$ cat src/hw/rtl/bso_pkg.sv
// Shared types and constants for the broadcast source offset pipeline.
// No dependencies.
package bso_pkg;

   localparam int unsigned EXT_W      = 16;
   localparam int unsigned FLAT_W     = 31;
   localparam int unsigned WORD_W     = 32;
   localparam int unsigned ACC_W      = 33;
   localparam int unsigned PROD_W     = ACC_W + EXT_W;
   localparam int unsigned DIV_STEPS  = 4;
   localparam int unsigned DIV_STAGES = WORD_W / DIV_STEPS;

   localparam logic [ACC_W-1:0] ACC_CAP = {1'b1, {(ACC_W-1){1'b0}}};

   // Item state carried down the pipeline: dividend/quotient word,
   // partial remainder, running offset and running stride.
   typedef struct packed {
      logic [WORD_W-1:0] w;
      logic [EXT_W-1:0]  r;
      logic [ACC_W-1:0]  offset;
      logic [ACC_W-1:0]  stride;
   } item_type;

endpackage

$ cat src/hw/rtl/bso_div_stage.sv
// One register stage of the restoring divider: DIV_STEPS quotient bits.
// Depends on bso_pkg.
module bso_div_stage (
   input  logic                     clock,
   input  logic                     reset,
   input  logic                     adv,
   input  logic [bso_pkg::EXT_W-1:0] divisor,
   input  logic                     in_valid,
   input  bso_pkg::item_type        in_item,
   output logic                     out_valid,
   output bso_pkg::item_type        out_item
);
   import bso_pkg::*;

   logic     valid_ff;
   item_type item_ff;
   item_type item_in;

   always_comb begin
      logic [EXT_W:0] rr;
      logic           q;
      item_in = in_item;
      for (int s = 0; s < DIV_STEPS; s++) begin
         rr = {item_in.r, item_in.w[WORD_W-1]};
         q  = (rr >= {1'b0, divisor});
         if (q) begin
            rr = rr - {1'b0, divisor};
         end
         item_in.r = rr[EXT_W-1:0];
         item_in.w = {item_in.w[WORD_W-2:0], q};
      end
   end

   always_ff @(posedge clock) begin
      if (reset) begin
         valid_ff <= 1'b0;
      end else if (adv) begin
         valid_ff <= in_valid;
      end
      if (adv) begin
         item_ff <= item_in;
      end
   end

   assign out_valid = valid_ff;
   assign out_item  = item_ff;
endmodule

$ cat src/hw/rtl/bso_dim.sv
// One dimension: divider stages, then weight multiply, then saturating add.
// Depends on bso_pkg and bso_div_stage.
module bso_dim (
   input  logic                     clock,
   input  logic                     reset,
   input  logic                     adv,
   input  logic [bso_pkg::EXT_W-1:0] out_ext,
   input  logic [bso_pkg::EXT_W-1:0] in_ext,
   input  logic                     in_valid,
   input  bso_pkg::item_type        in_item,
   output logic                     out_valid,
   output bso_pkg::item_type        out_item
);
   import bso_pkg::*;

   logic [EXT_W-1:0] oe;
   logic [EXT_W-1:0] ie;
   logic             bcast;
   logic             v [DIV_STAGES+1];
   item_type         it [DIV_STAGES+1];

   // A zero extent behaves as extent one.
   assign oe    = (out_ext == '0) ? EXT_W'(1) : out_ext;
   assign ie    = (in_ext == '0) ? EXT_W'(1) : in_ext;
   assign bcast = (ie == EXT_W'(1));

   assign v[0]  = in_valid;
   assign it[0] = '{w: in_item.w, r: '0, offset: in_item.offset, stride: in_item.stride};

   for (genvar g = 0; g < DIV_STAGES; g++) begin : g_div
      bso_div_stage u_stage (
         .clock     (clock),
         .reset     (reset),
         .adv       (adv),
         .divisor   (oe),
         .in_valid  (v[g]),
         .in_item   (it[g]),
         .out_valid (v[g+1]),
         .out_item  (it[g+1])
      );
   end

   // Multiply stage
   logic              mul_valid_ff;
   item_type          mul_item_ff;
   logic [PROD_W-1:0] prod_ff;
   logic [PROD_W-1:0] sprod_ff;
   logic [EXT_W-1:0]  coord;

   assign coord = bcast ? '0 : it[DIV_STAGES].r;

   always_ff @(posedge clock) begin
      if (reset) begin
         mul_valid_ff <= 1'b0;
      end else if (adv) begin
         mul_valid_ff <= v[DIV_STAGES];
      end
      if (adv) begin
         mul_item_ff <= it[DIV_STAGES];
         prod_ff     <= it[DIV_STAGES].stride * coord;
         sprod_ff    <= it[DIV_STAGES].stride * ie;
      end
   end

   // Accumulate stage, saturating at ACC_CAP
   logic             acc_valid_ff;
   item_type         acc_item_ff;
   item_type         acc_item_in;
   logic [ACC_W-1:0] prod_sat;
   logic [ACC_W:0]   sum;

   always_comb begin
      prod_sat    = (prod_ff > PROD_W'(ACC_CAP)) ? ACC_CAP : prod_ff[ACC_W-1:0];
      sum         = {1'b0, mul_item_ff.offset} + {1'b0, prod_sat};
      acc_item_in = mul_item_ff;
      acc_item_in.offset = (sum > {1'b0, ACC_CAP}) ? ACC_CAP : sum[ACC_W-1:0];
      acc_item_in.stride = (sprod_ff > PROD_W'(ACC_CAP)) ? ACC_CAP
                                                         : sprod_ff[ACC_W-1:0];
   end

   always_ff @(posedge clock) begin
      if (reset) begin
         acc_valid_ff <= 1'b0;
      end else if (adv) begin
         acc_valid_ff <= mul_valid_ff;
      end
      if (adv) begin
         acc_item_ff <= acc_item_in;
      end
   end

   assign out_valid = acc_valid_ff;
   assign out_item  = acc_item_ff;
endmodule

$ cat config.mk
export PLATFORM = sky130hd
export DESIGN_NAME = bso_dim
export DESIGN_NICKNAME = d
export VERILOG_FILES = /design/src/hw/rtl/bso_pkg.sv /design/src/hw/rtl/bso_div_stage.sv /design/src/hw/rtl/bso_dim.sv
export SDC_FILE = /design/constraint.sdc
export NUM_CORES = 2
export LEC_CHECK = 0
export ABC_AREA = 1
export BUFFER_PORTS_ARGS = -buffer_cell sky130_fd_sc_hd__buf_2
export CORE_ASPECT_RATIO = 0.9
export CORE_MARGIN = 8
export CORE_UTILIZATION = 52
export CTS_CLUSTER_DIAMETER = 30
export DETAILED_ROUTE_END_ITERATION = 6
export HOLD_SLACK_MARGIN = 0.02
export PLACE_DENSITY = 0.74
export SLEW_MARGIN = 20
export SYNTH_ARGS = -nofsm -noshare
export SYNTH_HDL_FRONTEND = slang
export SYNTH_HIERARCHICAL = 1
export SYNTH_SLANG_ARGS = --single-unit
$ cat constraint.sdc
create_clock -name clock -period 9.4 [get_ports clock]
set_clock_uncertainty 0.1 [all_clocks]
set_input_delay 1.41 -clock clock [delete_from_list [all_inputs] [get_ports clock]]
set_output_delay 1.41 -clock clock [all_outputs]
set_load 0.03 [all_outputs]
* Yosys cells after proc, flatten, opt, wreduce, memory -nomap -nowiden *
Index checks and enable logic that the tools add are counted.

storage, ports and cells
  register bits after elaboration = 1215
  bits of input ports = 150
  output and inout bits = 115
  logic and storage cells = 160

cells by class
  add/subtract/negate cells = 33
  multiply operators = 2
  magnitude comparators = 35
  equal/unequal tests = 1
  muxes and demuxes = 36
  reduce and logical (&&, ||, !) cells = 2

operators by type and width
  kind                                                                                number
  16-bit two-way mux                                                                  35
  17-bit by 16-bit greater-or-equal comparator with 1-bit output                      31
  16-bit subtractor                                                                   31
  49-bit by 33-bit greater-than comparator with 1-bit output (second input constant)  2
  33-bit by 16-bit multiplier with 49-bit output                                      2
  33-bit by 33-bit adder with 34-bit output                                           1
  34-bit by 33-bit greater-than comparator with 1-bit output (second input constant)  1
  33-bit two-way mux                                                                  1
  16-bit logical NOT                                                                  2
  16-bit by 1-bit equality test with 1-bit output (second input constant)             1
  1-bit by 16-bit greater-or-equal comparator with 1-bit output                       1
  1-bit by 16-bit subtractor with 16-bit output                                       1

* Logic depth before layout (Yosys ltp) *
  word-level depth = 10
  depth in mapped cells = 57
  depth with buffers taken out = 51

* Modules after synthesis *
The synthesis kept the hierarchy.

modules (own cells, without submodules)
  module         instances  cells each  area each (um^2)  seq. area each (um^2)
  bso_div_stage  8          851         7649.8            3443.3
  bso_dim        1          5404        46088.0           8838.5

* Worst setup path before layout *
OpenSTA, ideal clock, no wires.

  path type = input to register
  from = in out_ext[1] (netlist bit)
  to = reg g_div[1].u_stage.item_ff (netlist bit g_div[1].u_stage/out_item[73]) (data pin)
  arrival time = 9.141 ns
  required time = 9.047 ns
  path slack = -0.094 ns
  cell stages on the path = 54
  cell sequence = clkbuf_1 -> inv_1 -> ha_1 -> nand2_1 -> nor2_1 -> nand2_1 -> nand3_2 -> nand2_2 -> nand2_2 -> nand2_2 -> nand2_4 -> inv_2 -> buf_4 -> buf_4 -> nand2_1 -> nand2_1 -> ha_1 -> nand2_1 -> (+18 left out) -> a21oi_4 -> buf_2 -> nand3_1 -> nand2_1 -> ha_1 -> a31oi_1 -> inv_1 -> nand2_1 -> o211ai_1 -> nand3_1 -> nand2_1 -> nand2_1 -> o211ai_1 -> inv_1 -> nand3_4 -> buf_6 -> nand2_1 -> nand2_1

RTL lines
  what                  line                 source
  from (decl)           bso_dim.sv:7         input logic [bso_pkg::EXT_W-1:0] out_ext,
  to (signal assigned)  bso_div_stage.sv:41  item_ff <= item_in;
  to (decl)             bso_div_stage.sv:16  item_type item_ff;

==> qor.yml <==
yosys:
  ys_warn_count: 6
  avgSynthCellArea_um2: 8.79
  netlist_area_mm2: 0.107
  synth_edf_count: 1205
  ys_seq_area_frac: 0.339
  synthCells: 12200
  synthArstFlopShare: 0
  synth_flop_cell: "edfxtp_1"
  ys_ff_latch: 1215
  yosysUniqueCellTypes: 55
job:
  max_cap_violations: 0
clocking:
  post_cts_resized: 0
  cts_root_buf: "clkbuf_16"
  clk_pin_slew_ns: 0.05
  cts_made_buffers: 221
  hold_buffers: 0
  cts_buffer_depth: 3
  cts_setup_buffers: 0
  cts_sinks: 1215
  cts.htree.levels: 4
  clk_latency_ns: 0.88
  cts_tree: "built"
timing:
  worst_slew_pin_slew_ns: 1.10
  period_share: 0.928
  drv_slew: 0
  timing.setup.tns_ns: 0
  clock.fmax_ghz: 0.115
  whs_ns: 0.248
  hold_viol: 0
  period_needed_ns: 8.72
  slew-limit-headroom: 0.270
  setup_violations: 0
  rsz0062_at_grt: "false"
worst_setup_path:
  crit_family: "simple AND/OR/NAND/NOR gates"
  cp-start-kind: "input pin"
  cp_slowest_stage_delay_ns: 0.45
  required_ns: 9.89
  cp_slowest_cell: "fa_1"
  end_kind: "flop"
  arrival_ns: 9.22
  cpMostUsedCell: "nand2_1"
  worstPathMaxFanout: 15
  path_buf_inv: 5
  crit_type: "in -> reg"
route:
  wl_um: 294000
  vias: 85300
  drt-pass1-iter-count: 7
  viasPerCell: 5.37
  first_iter_violations: 7653
  avgRoutedWirePerCell_um: 18.5
  antenna_left: 0
  drc: 3
die:
  dieArea_mm2: 0.221
  die_w_um: 495
  die_h_um: 447
  core_area_mm2: 0.206
  rows: 158
  io-pin-count: 265
  start_util: 0.522
place:
  place_hpwl_um: 224000
  io_buffers: 248
  gp_congestion: 0.993
  dp.cells: 15500
finish:
  num-nets-final: 14800
  fillers: 17600
  final_cells: 15900
  area_growth_syn_to_layout_pct: 14.7
  fin_util: 0.599
  layout-drive-gt1-share: 0.116
global_route:
  antenna_found_initial: 6
  track_usage: 0.264
  grt_max_degree: 184
  gr-total-overflow: 0
  grt_pass1_vias: 83800
  grt_pass1_wl_um: 461000
hold_path:
  hold_path.class: "reg -> reg"
status:
  violations: "design-rule violations"
  status: "finished with violations"
registers in the layout, indices dropped and copies added, names as in the netlist:
signal	cells
acc_item_in	48
sprod_ff	49
g_div.u_stage/out_valid	8
out_valid	1
out_item	114
prod_ff	49
mul_valid_ff	1
g_div.u_stage/out_item	912
mul_item_ff	33
layer usage:
layer / track usage / vias to the layer above / part of all wire
met5: 0 / - / 0
met4: 0.113 / 0 / 0.049
met3: 0.0548 / 666 / 0.089
met2: 0.418 / 3515 / 0.45
met1: 0.353 / 40300 / 0.41
li1: - / 40800 / -
per-stage QoR:
stage               setup slack, ns  cell area (µm²)
finish                        0.676           123000
global route                 0.0946           123000
CTS                           0.844           123000
detailed placement           0.0252           115000
global placement              0.149           115000
floorplan                     0.497           107000
synthesized netlist by cell type (all sizes together), types with 10 or more instances:
master / n / area, µm²
nand2: 3413 / 13500
inv: 2070 / 7770
edfxtp: 1205 / 36200
fa: 897 / 18000
nor2: 810 / 3220
ha: 787 / 9850
nand3: 668 / 3670
a21oi: 554 / 2890
o21ai: 369 / 1850
xor2: 281 / 2460
xnor2: 190 / 1660
clkbuf: 185 / 694
buf: 140 / 996
nand4: 123 / 769
nor3: 73 / 410
a31oi: 69 / 432
nand3b: 60 / 450
a21o: 54 / 405
o211ai: 42 / 315
a21boi: 36 / 270
o21bai: 35 / 263
nor4: 33 / 213
o21a: 32 / 240
o2111ai: 17 / 149
and3: 13 / 81.3
dfxtp: 10 / 200
or2: 10 / 62.6
final timing paths:
kind	start	to	slack [ns]	cells past startpoint
worst max-delay path	out_ext[6]	g_div[2].u_stage/out_item[80]$_DFFE_PP_	0.68	45
worst min-delay path	g_div[2].u_stage/out_item[8]$_DFFE_PP_	g_div[3].u_stage/out_item[8]$_DFFE_PP_	0.25	0
worst max register to register	g_div[6].u_stage/out_item[71]$_DFFE_PP_	g_div[7].u_stage/out_item[74]$_DFFE_PP_	1.55	50
worst min register to register	g_div[2].u_stage/out_item[8]$_DFFE_PP_	g_div[3].u_stage/out_item[8]$_DFFE_PP_	0.25	0
cell type report:
cell class,instances,area (µm²),area share
clock buffers,232,5570,0.0453
well taps,2720,3400,0.0277
clock inverters,182,2270,0.0185
inverters,2073,7780,0.0632
repair buffers,836,6080,0.0494
flip-flops and latches,1215,36400,0.296
diodes,2,5.00,0.0000407
multi-input cells,8632,61600,0.500
kinds of logic after synthesis:
group	Yosys count	synth area share
and+or+nand+nor	5214	0.210
buffers and inverters	2398	0.0883
adders and majority gates	1684	0.259
AOI/OAI and AO/OA	1221	0.0646
DFF	1215	0.339
xor gates and xnor gates	471	0.0385
muxes	8	0.000746
other	1	0.0000350
layout by cell type (no fill, tap or decap), types with 25 or more instances in the layout:
cell type and n:
nand2_1 3287, inv_1 2010, edfxtp_1 1205, fa_1 897, ha_1 787, nor2_1 770
nand3_1 627, buf_4 555, a21oi_1 538, o21ai_0 289, xor2_1 281, buf_2 247
clkbuf_16 221, xnor2_1 190, nand4_1 123, o21ai_1 80, nand2_2 71, a31oi_1 68
nor3_1 64, nand3b_1 60, inv_2 59, a21o_1 54, o211ai_1 42, nand2_4 39
inv_6 37, a21boi_0 36, o21bai_1 35, conb_1 34, buf_12 34, o21a_1 32
nor4_1 31, bufinv_16 28, nand3_2 25, clkinv_1 25
Power is not shown: default switching activity piles up to over one toggle a cycle in this logic, so the estimate is an artifact.
